**src/design/mexp_pkg.sv**
```systemverilog
// ----------------------------------------------------------------------------
// mexp_pkg - shared constants for the modular exponentiation block
// Field widths, reset modulus and the digit-serial multiplier length.
// ----------------------------------------------------------------------------
package mexp_pkg;

  localparam int BaseW        = 31;           // base field
  localparam int ExpW         = 32;           // exponent field
  localparam int ModW         = 31;           // modulus and power
  localparam int ExpBitsDflt  = 32;           // exponent bits walked per word
  localparam int InDataW      = 64;           // base + exponent, byte padded
  localparam int OutDataW     = 32;           // power, byte padded
  localparam int MulSteps     = 31;           // one multiplier bit per cycle
  localparam int StepW        = 5;

  localparam logic [ModW-1:0] ModulusReset = 31'd998244353;

  // Reduce t < 3m to t mod m, given m and 2m.
  function automatic logic [ModW-1:0] red3(input logic [ModW+1:0] t,
                                           input logic [ModW+1:0] m1,
                                           input logic [ModW+1:0] m2);
    logic [ModW+1:0] d;
    begin
      if (t >= m2) begin
        d = t - m2;
      end else if (t >= m1) begin
        d = t - m1;
      end else begin
        d = t;
      end
      red3 = d[ModW-1:0];
    end
  endfunction

endpackage

```
**src/design/modular_exponentiation.sv**
```systemverilog
// ----------------------------------------------------------------------------
// modular_exponentiation - base^exponent mod modulus, square-and-multiply
// Left-to-right exponent walk over a bit-serial interleaved modular multiplier.
// ----------------------------------------------------------------------------
//
//  channel | direction | handshake            | contents
//  --------+-----------+----------------------+--------------------------------
//  cfg     | in        | cfg_valid/cfg_ready  | modulus (31 bits)
//  s_axis  | in        | s_tvalid/s_tready    | base [30:0], exponent [62:31]
//  m_axis  | out       | m_tvalid/m_tready    | power [30:0]
//
//  One word at a time. A word with a nonzero exponent (after keeping the low
//  EXP_BITS bits) and nonzero modulus runs a base reduction, then for each of
//  the EXP_BITS exponent bits a square and, for each set bit, a multiply; the
//  multiplier consumes one bit of its second operand per cycle in each of them.
//  Zero exponent or zero modulus: no multiplier passes, straight to S_FIN.
//  Reset (rst, synchronous) restores modulus 998244353 and empties the block.
//  A result waits in the output register; the next word is taken meanwhile
//  and its result waits in the working register until the output is free.
// ----------------------------------------------------------------------------
module modular_exponentiation #(
  parameter int EXP_BITS = mexp_pkg::ExpBitsDflt
) (
  input  logic                          clk,
  input  logic                          rst,
  // config write: modulus
  input  logic                          cfg_valid,
  output logic                          cfg_ready,
  input  logic [mexp_pkg::ModW-1:0]     cfg_data,
  // input words
  input  logic                          s_tvalid,
  output logic                          s_tready,
  input  logic [mexp_pkg::InDataW-1:0]  s_tdata,   // base[30:0], exponent[62:31], pad
  // result words
  output logic                          m_tvalid,
  input  logic                          m_tready,
  output logic [mexp_pkg::OutDataW-1:0] m_tdata    // power[30:0], pad
);
  import mexp_pkg::*;

  localparam int CntW = $clog2(EXP_BITS + 1);

  // sequencer states
  localparam logic [2:0] S_IDLE = 3'd0;
  localparam logic [2:0] S_RED  = 3'd1;   // base mod m
  localparam logic [2:0] S_SQR  = 3'd2;   // r = r*r mod m
  localparam logic [2:0] S_MUL  = 3'd3;   // r = r*b mod m
  localparam logic [2:0] S_FIN  = 3'd4;   // wait for output register

  logic [2:0]          state;
  logic [ModW-1:0]     modulus;

  // exponent walk
  logic [EXP_BITS-1:0] e_sr;
  logic [CntW-1:0]     bits_left;

  // multiplier: acc = (2*acc + ybit*x) mod m, y shifted out msb first
  logic [ModW-1:0]     mx;
  logic [ModW-1:0]     my;
  logic [ModW-1:0]     acc;
  logic [StepW-1:0]    step;

  logic [ModW-1:0]     bred;    // base reduced below m
  logic [ModW-1:0]     r;       // running power / finished result

  logic [ModW-1:0]     power;
  logic                out_valid;

  logic [ModW+1:0]     m1_x;
  logic [ModW+1:0]     m2_x;
  logic [ModW+1:0]     t;
  logic [ModW-1:0]     prod;
  logic                last_step;
  logic                out_free;
  logic                in_acc;

  logic [EXP_BITS+ExpW-1:0] e_wide;
  logic [EXP_BITS-1:0]      e_load;
  logic [BaseW-1:0]         base_in;
  logic [ModW-1:0]          r_init;
  logic [EXP_BITS-1:0]      e_shift;

  assign cfg_ready = 1'b1;
  assign s_tready  = (state == S_IDLE);
  assign in_acc    = s_tvalid & s_tready;
  assign m_tvalid  = out_valid;
  assign m_tdata   = {{(OutDataW-ModW){1'b0}}, power};
  assign out_free  = ~out_valid | m_tready;

  assign base_in = s_tdata[BaseW-1:0];
  assign e_wide  = {{EXP_BITS{1'b0}}, s_tdata[BaseW+ExpW-1:BaseW]};
  assign e_load  = e_wide[EXP_BITS-1:0];   // drop bits at or above EXP_BITS

  // one multiplier bit: t < 3m since acc < m and x <= m
  assign m1_x      = {2'b00, modulus};
  assign m2_x      = {1'b0, modulus, 1'b0};
  assign t         = {1'b0, acc, 1'b0} + (my[ModW-1] ? {2'b00, mx} : '0);
  assign prod      = red3(t, m1_x, m2_x);
  assign last_step = (step == '0);

  assign r_init  = (modulus == ModW'(1)) ? '0 : ModW'(1);
  assign e_shift = e_sr << 1;

  // config register
  always_ff @(posedge clk) begin
    if (rst) begin
      modulus <= ModulusReset;
    end else if (cfg_valid && cfg_ready) begin
      modulus <= cfg_data;
    end
  end

  // sequencer and datapath
  always_ff @(posedge clk) begin
    if (rst) begin
      state     <= S_IDLE;
      out_valid <= 1'b0;
    end else begin
      if (state == S_FIN && out_free) begin
        out_valid <= 1'b1;
      end else if (m_tready) begin
        out_valid <= 1'b0;
      end
      unique case (state)
        S_IDLE: begin
          if (in_acc) begin
            e_sr      <= e_load;
            bits_left <= CntW'(EXP_BITS);
            if (e_load == '0) begin
              r     <= ModW'(1);
              state <= S_FIN;
            end else if (modulus == '0) begin
              r     <= '0;
              state <= S_FIN;
            end else begin
              // base mod m computed as 1 * base mod m
              mx    <= ModW'(1);
              my    <= base_in;
              acc   <= '0;
              step  <= StepW'(MulSteps - 1);
              state <= S_RED;
            end
          end
        end
        S_RED, S_SQR, S_MUL: begin
          if (last_step) begin
            acc  <= '0;
            step <= StepW'(MulSteps - 1);
            if (state == S_RED) begin
              bred  <= prod;
              r     <= r_init;
              mx    <= r_init;
              my    <= r_init;
              state <= S_SQR;
            end else if (state == S_SQR && e_sr[EXP_BITS-1]) begin
              r     <= prod;
              mx    <= prod;
              my    <= bred;
              state <= S_MUL;
            end else begin
              // bit done: square alone or square then multiply
              r         <= prod;
              e_sr      <= e_shift;
              bits_left <= bits_left - CntW'(1);
              mx        <= prod;
              my        <= prod;
              if (bits_left == CntW'(1)) begin
                state <= S_FIN;
              end else begin
                state <= S_SQR;
              end
            end
          end else begin
            acc  <= prod;
            my   <= my << 1;
            step <= step - StepW'(1);
          end
        end
        S_FIN: begin
          if (out_free) begin
            power <= r;
            state <= S_IDLE;
          end
        end
        default: begin
          state <= S_IDLE;
        end
      endcase
    end
  end

endmodule
```
**config.mk**
```make
export PLATFORM = sky130hd
export DESIGN_NAME = modular_exponentiation
export DESIGN_NICKNAME = d
export VERILOG_FILES = /design/src/design/mexp_pkg.sv /design/src/design/modular_exponentiation.sv
export SDC_FILE = /design/constraint.sdc
export NUM_CORES = 1
export LEC_CHECK = 0
export BUFFER_PORTS_ARGS = -buffer_cell sky130_fd_sc_hd__buf_4
export CAP_MARGIN = 30
export CORE_MARGIN = 4
export CORE_UTILIZATION = 59
export DETAILED_ROUTE_END_ITERATION = 8
export PLACE_DENSITY = 0.79
export SLEW_MARGIN = 20
export SYNTH_ARGS = -nofsm -noshare
export SYNTH_HDL_FRONTEND = slang
export SYNTH_SLANG_ARGS = --single-unit
```
**constraint.sdc**
```tcl
create_clock -name clk -period 8.7 [get_ports clk]
set_input_delay 0.435 -clock clk [delete_from_list [all_inputs] [get_ports clk]]
set_output_delay 0.435 -clock clk [all_outputs]
set_load 0.01 [all_outputs]
```
==> metrics.md, run 1 <==
| Metric | Value |
|---|---|
| Die area | 30600 µm² |
| Ranking of synthesized cells by area | edfxtp_1 (42%), ha_1 (7.2%), nand2_1 (4.9%), a21oi_1 (4.6%), dfxtp_1 (4.3%) |
| RR Startpoint | my[30] |
| Io pins | 135 |
| Final setup viols | 0 |
| Synth top area share | 41.8% |
| Most common cell after layout, fill and taps aside | edfxtp_1 |
| Capture point of the worst reg-to-reg path | mx[16] |
| Critical path type | reg2reg |
| Seq cells post-synth | 264 |
| Cts repair resizes | 0 |
| Port Buffers | 131 |
| EDFF count, synth | 229 |
| Htree depth | 1 |
| Hold path cells | 3 |
| Clk root buf | clkbuf_16 |
| Sequential area share after synthesis | 46.1% |
| Rows | 60 |
| Final ANT Viol Nets | 0 |
| Final Hold Fails | 0 |
| Initial antenna violation count | 0 |
| Vias in the first global route | 13500 |
| Vias | 14100 |
| Hold path start | cfg_data[24] |
| Post-route DRC | 0 |
| Syn_area_per_cell | 9.62 µm² |
| Clk buf depth | 3 |
| CTS Hold Bufs | 0 |
| Num Clock Sinks | 264 |
| Worst Hold Class | in2reg |
| Post-Syn Area | 16400 µm² |
| Most frequent cells in the layout | edfxtp_1 (229), nand2_1 (214), a21oi_1 (151) |
| Clk_skew | 0.0134 ns |
| Die width | 175 µm |
| Cell Pwr Density | 259 nW/µm² |
| R2R cell count | 22 |
| Unrepaired setup endpoints after global routing | false |
| Crit-path slowest cell | edfxtp_1 |
| Top FF cell, synth | edfxtp_1 |
| Largest net degree at the start of global routing | 78 |
| Crit path required time | 8.99 ns |
| Final TNS setup | 0 ns |
| CTS tree | built |
| WL final | 47.6 mm |
| CP Max Fanout | 30 |
| Gr usage total | 29.7% |
| Total grt overflow | 0 |
| Max_cap viols | 0 |
| Post-CTS Setup Inserts | 0 |
| Status | completed |
| Final Net Count | 2012 |
| Initial detailed-routing violation count | 1797 |
| 1st-pass router iterations | 6 |
| Global-route wire length before repair | 72.6 mm |
| Crit path largest cell delay | 0.61 ns |
| Clock Latency Late Sink | 0.58 ns |
| Relative slew slack | 35.8% |
| Pre-CTS WS | 1.79 ns |
| Core area | 27200 µm² |
| Layout cells sized above 1 | 13.4% |
| CP Cell Sequence | and2_1, ha_1, fa_1, a211oi_2, o211ai_1, a2111oi_4, o21a_2, o21ba_2, o21ai_0, xnor2_1, inv_1, ha_1, and3_1, nand4_1, nor3_1, and3_1, a31oi_1, o221a_2, buf_4, nor3_1, a311oi_2, nor2_1 |
| Synthesis-to-layout area growth | 14.8% |
| Cells after synthesis | 1709 |
| DP HPWL | 34.1 mm |
| Min Tclk post-route | 7.14 ns |
| Die H | 175 µm |
| P_leak | 7.46 nW |
| Critical path launch point type | flip-flop |
| Critical path arrival | 7.43 ns |
| Critical path's top delay family | compound AO/OA/AOI/OAI gates |
| Ys async rst share | 0% |
| Syn Nets | 1907 |
| Worst Max-Slew Pin Slew | 0.960 ns |
| Endpoint, Worst Hold | modulus[24] |
| Antenna diode instance count | 0 |
| VDD IR-drop max | 0.204 mV |
| Critical Path Sink Type | flip-flop |
| Post-route setup slack | 1.56 ns |
| RePlAce Congestion | 0.921 |
| Crit path buffers/inverters | 2 |
| CTS buffer count | 30 |
| Peak Freq | 140 MHz |
| Worst-path clk slew | 0.06 ns |
| Vias per cell | 6.39 |
| Post-synth cell types | 90 |
| Initial core utilization | 60.5% |
| Final period util | 82.1% |
| Wire length per cell | 21.5 µm |
| Reg2Reg Setup Slack | 1.56 ns |
| Max-slew violation count | 0 |
| Synth warnings | 0 |
| Biggest area consumer among synthesized cells | edfxtp_1 |
## stage by stage
stage | std cells | power [W] | util, % | cell area (µm²) | hold slack (ns)
global placement | 2149 | 0.00345 | 65.2 | 17700 | 0.401
floorplan | 1709 | 0.00296 | - | 16400 | 0.400
global route | 2209 | 0.00511 | 69.4 | 18900 | 0.0946
finish | 2209 | 0.00489 | 69.4 | 18900 | 0.0788
detailed placement | 2152 | 0.00351 | 65.5 | 17800 | 0.405
CTS | 2207 | 0.00482 | 69.3 | 18800 | 0.0719
## final cells by class
cell class,instances,area [µm²]
fill,2086,8300
multi-input combinational,1280,8260
sequential,264,7580
timing repair buffer,151,1210
clock buffer,32,758
tap,372,465
inverter,87,327
clock inverter,23,279
## Yosys cell counts, types with 15 or more instances
library cell  number
a21oi_1          152
a21o_1            15
edfxtp_1         229
o211ai_1          29
xor2_1            18
inv_1             87
nand4_1           19
a211oi_1          31
and2_1            38
a31oi_1           22
o21ai_0           72
ha_1              95
nand2_1          214
dfxtp_1           35
nor2_1           151
and3_1            19
clkbuf_1          48
nor3_1            37
nor4_1            19
nand3_1           57
mux2i_1           36
xnor2_1           54
## worst max path at each step
stage,start,endpoint,slack [ns],cells after the start
final,my[30],mx[16],1.56,22
after global placement,my[30],my[16],1.82,22
after floorplan,modulus[1],acc[0],2.66,6
after global routing,my[30],r[15],1.22,20
after CTS,my[30],my[16],1.74,22
after detailed placement,my[30],my[16],1.79,22
## per-layer routing
| metal | GRT usage, % | vias up | wire length [µm] |
|---|---|---|---|
| met4 | 8.81 | 0 | 1540 |
| met3 | 5.58 | 97 | 4680 |
| met2 | 46.2 | 756 | 20800 |
| li1 | - | 6537 | - |
| met5 | 0 | - | 0 |
| met1 | 42.8 | 6715 | 20500 |
## flip-flops by register name, indices dropped and copies added, names as in the netlist
| register | count |
|---|---|
| e_sr | 32 |
| acc | 31 |
| bred | 31 |
| modulus | 31 |
| mx | 31 |
| my | 31 |
| power | 31 |
| r | 31 |
| bits_left | 6 |
| step | 5 |
| state | 3 |
| m_tvalid | 1 |
## power by group
| group | switching [W] | internal, W | total [W] | leakage, nW |
|---|---|---|---|---|
| registers | 0.0000314 | 0.00150 | 0.00153 | 2.43 |
| logic | 0.00132 | 0.000710 | 0.00203 | 4.54 |
| clock network | 0.000541 | 0.000784 | 0.00133 | 0.491 |
## cells by family (layout without fill, tap and decap cells)
| logic type | count (synthesis) | after routing | synth area share [%] |
|---|---|---|---|
| buf+inv | 165 | 293 | 4.10 |
| simple gates | 615 | 615 | 17.5 |
| fa+ha+maj | 98 | 98 | 7.60 |
| flops | 264 | 264 | 46.1 |
| compound gates | 455 | 455 | 18.5 |
| xor+xnor | 72 | 72 | 3.84 |
| mux | 38 | 38 | 2.33 |
| other cells | 2 | 2 | 0.0457 |
## tightest hold or removal path, stage by stage
cell and delay (ns):
buf_4 0.08, nand2_1 0.04, o211ai_1 0.06
(Power assumes the default switching activity.)
==> run 2: changes to the inputs <==
CORE_UTILIZATION = 55   (was 59)
PLACE_DENSITY = 0.77   (was 0.79)
clock period = 5.9 ns   (was 8.7 ns; I/O delays follow)
==> run 2 against run 1 <==
Net effect: cell count up 4.8%; sequential power increased by 48%; clock skew up 0.015 ns; critical endpoint is now r[29].
==> metrics.md, run 2 (synthesis results as in run 1) <==
| Metric | Value |
|---|---|
| Die width | 181 µm |
| Crit path required time | 6.30 ns |
| Post-route setup slack | 0.201 ns |
| CP Cell Sequence | buf_4, and2_1, ha_1, o21ai_0, o21bai_1, o211ai_1, buf_4, nand2_1, a21o_1, a21oi_1, xnor2_1, ha_1, nand4_1, a31oi_1, a211o_1, nor2b_1, a2111oi_4, nand2_2, buf_12, o211ai_1, and3_1 |
| CP Max Fanout | 15 |
| Most frequent cells in the layout | edfxtp_1 (229), nand2_1 (214), buf_4 (197) |
| Io pins | 135 |
| Initial detailed-routing violation count | 1609 |
| Clk_skew | 0.0285 ns |
| Cell Pwr Density | 376 nW/µm² |
| Final TNS setup | 0 ns |
| Critical path type | reg2reg |
| Vias per cell | 6.16 |
| Worst Max-Slew Pin Slew | 0.969 ns |
| Relative slew slack | 35.4% |
| Core area | 29600 µm² |
| Critical path launch point type | flip-flop |
| Port Buffers | 131 |
| Initial core utilization | 55.6% |
| # fillers | 2278 |
| Unrepaired setup endpoints after global routing | true |
| Final Hold Fails | 0 |
| Num Clock Sinks | 264 |
| Critical Path Sink Type | flip-flop |
| Final period util | 96.6% |
| Vias | 14200 |
| P_leak | 7.85 nW |
| Crit-path slowest cell | edfxtp_1 |
| Final ANT Viol Nets | 0 |
| Min Tclk post-route | 5.70 ns |
| RePlAce Congestion | 0.979 |
| Gr usage total | 28.2% |
| Worst Hold Class | in2reg |
| WL final | 48.3 mm |
| Layout cells sized above 1 | 16.8% |
| Crit path largest cell delay | 0.46 ns |
| Antenna diode instance count | 0 |
| Multi-input gate area in the final layout | 8400 µm² |
| Rows | 63 |
| Clock Latency Late Sink | 0.57 ns |
| Pre-CTS WS | 0.117 ns |
| Htree depth | 1 |
| CTS buffer count | 28 |
| Register Area | 7580 µm² |
| Max-slew violation count | 0 |
| Global-route wire length before repair | 74.7 mm |
| Cell Area, Placed | 18200 µm² |
| Die H | 181 µm |
| Largest net degree at the start of global routing | 68 |
| Synthesis-to-layout area growth | 20.0% |
| Max_cap viols | 0 |
| Worst-path clk slew | 0.06 ns |
| Final Cell Area | 19700 µm² |
| Critical path arrival | 6.10 ns |
| Initial antenna violation count | 0 |
| Vias in the first global route | 13500 |
| Wire length per cell | 20.9 µm |
| Clk buf depth | 3 |
| Peak Freq | 175 MHz |
| Final setup viols | 0 |
| Status | completed |
| 1st-pass router iterations | 5 |
| DP HPWL | 34.8 mm |
| Hold_ws | 0.0100 ns |
| Most common cell after layout, fill and taps aside | edfxtp_1 |
| Die area | 32700 µm² |
| Final Net Count | 2100 |
| Total grt overflow | 0 |
| Clk root buf | clkbuf_16 |
| Most flops, register | e_sr |
| Largest register FFs | 32 |
| VDD IR-drop max | 0.266 mV |
| CTS tree | built |
| Post-route DRC | 0 |
[run 2: worst paths after layout]
kind	endpoint	cells past startpoint	slack, ns	from
worst max register to register	r[29]	21	0.20	my[30]
worst min register to register	power[3]	0	0.41	r[3]
worst min-delay path	e_sr[24]	3	0.01	s_tdata[55]
worst max-delay path	r[29]	21	0.20	my[30]
[run 2: power breakdown]
| part | switching [W] | total, W | internal, W |
|---|---|---|---|
| logic | 0.00206 | 0.00331 | 0.00126 |
| clock network | 0.000779 | 0.00183 | 0.00105 |
| registers | 0.0000455 | 0.00226 | 0.00222 |
| total | 0.00288 | 0.00741 | 0.00453 |
[run 2: final cells by class]
type	count	area share (%)
Multi-Input combinational cell	1280	42.6
Inverter	87	1.66
Clock buffer	31	3.61
Sequential cell	264	38.4
Timing Repair Buffer	241	10.0
Clock inverter	21	1.21
Tap cell	390	2.47
[run 2: layer usage]
layer	part of all wire (%)	track usage, %	vias up	wire length (µm)
met3	9.1	4.27	64	4380
met2	45	44.5	700	21500
met1	44	41.9	6788	21400
li1	-	-	6694	-
met5	0	0	-	0
met4	2.0	5.44	0	986
[run 2: stage by stage]
| stage | total power (W) | util (%) | instances |
|---|---|---|---|
| detailed placement | 0.00538 | 61.5 | 2220 |
| CTS | 0.00723 | 66.1 | 2311 |
| floorplan | 0.00436 | - | 1709 |
| finish | 0.00741 | 66.7 | 2314 |
| global route | 0.00776 | 66.7 | 2314 |
| global placement | 0.00532 | 61.4 | 2219 |
[run 2: critical path, delay by kind of cell (launching register included)]
family,cells,cell delay [ns]
flip-flops,1,0.46
buffers and inverters,3,0.61
XOR/XNOR,1,0.26
adder cells (fa/ha/maj),2,0.77
AND/OR/NAND/NOR,6,1.06
AO/OA/AOI/OAI,9,2.37
[run 2: repair_timing]
action	CTS	global route
gates cloned	0	1
endpoints found under the hold margin	39	0
resized for setup	3	34
setup endpoints to repair	4	148
pin swaps	0	4
buffers inserted	0	2
hold buffers	39	0
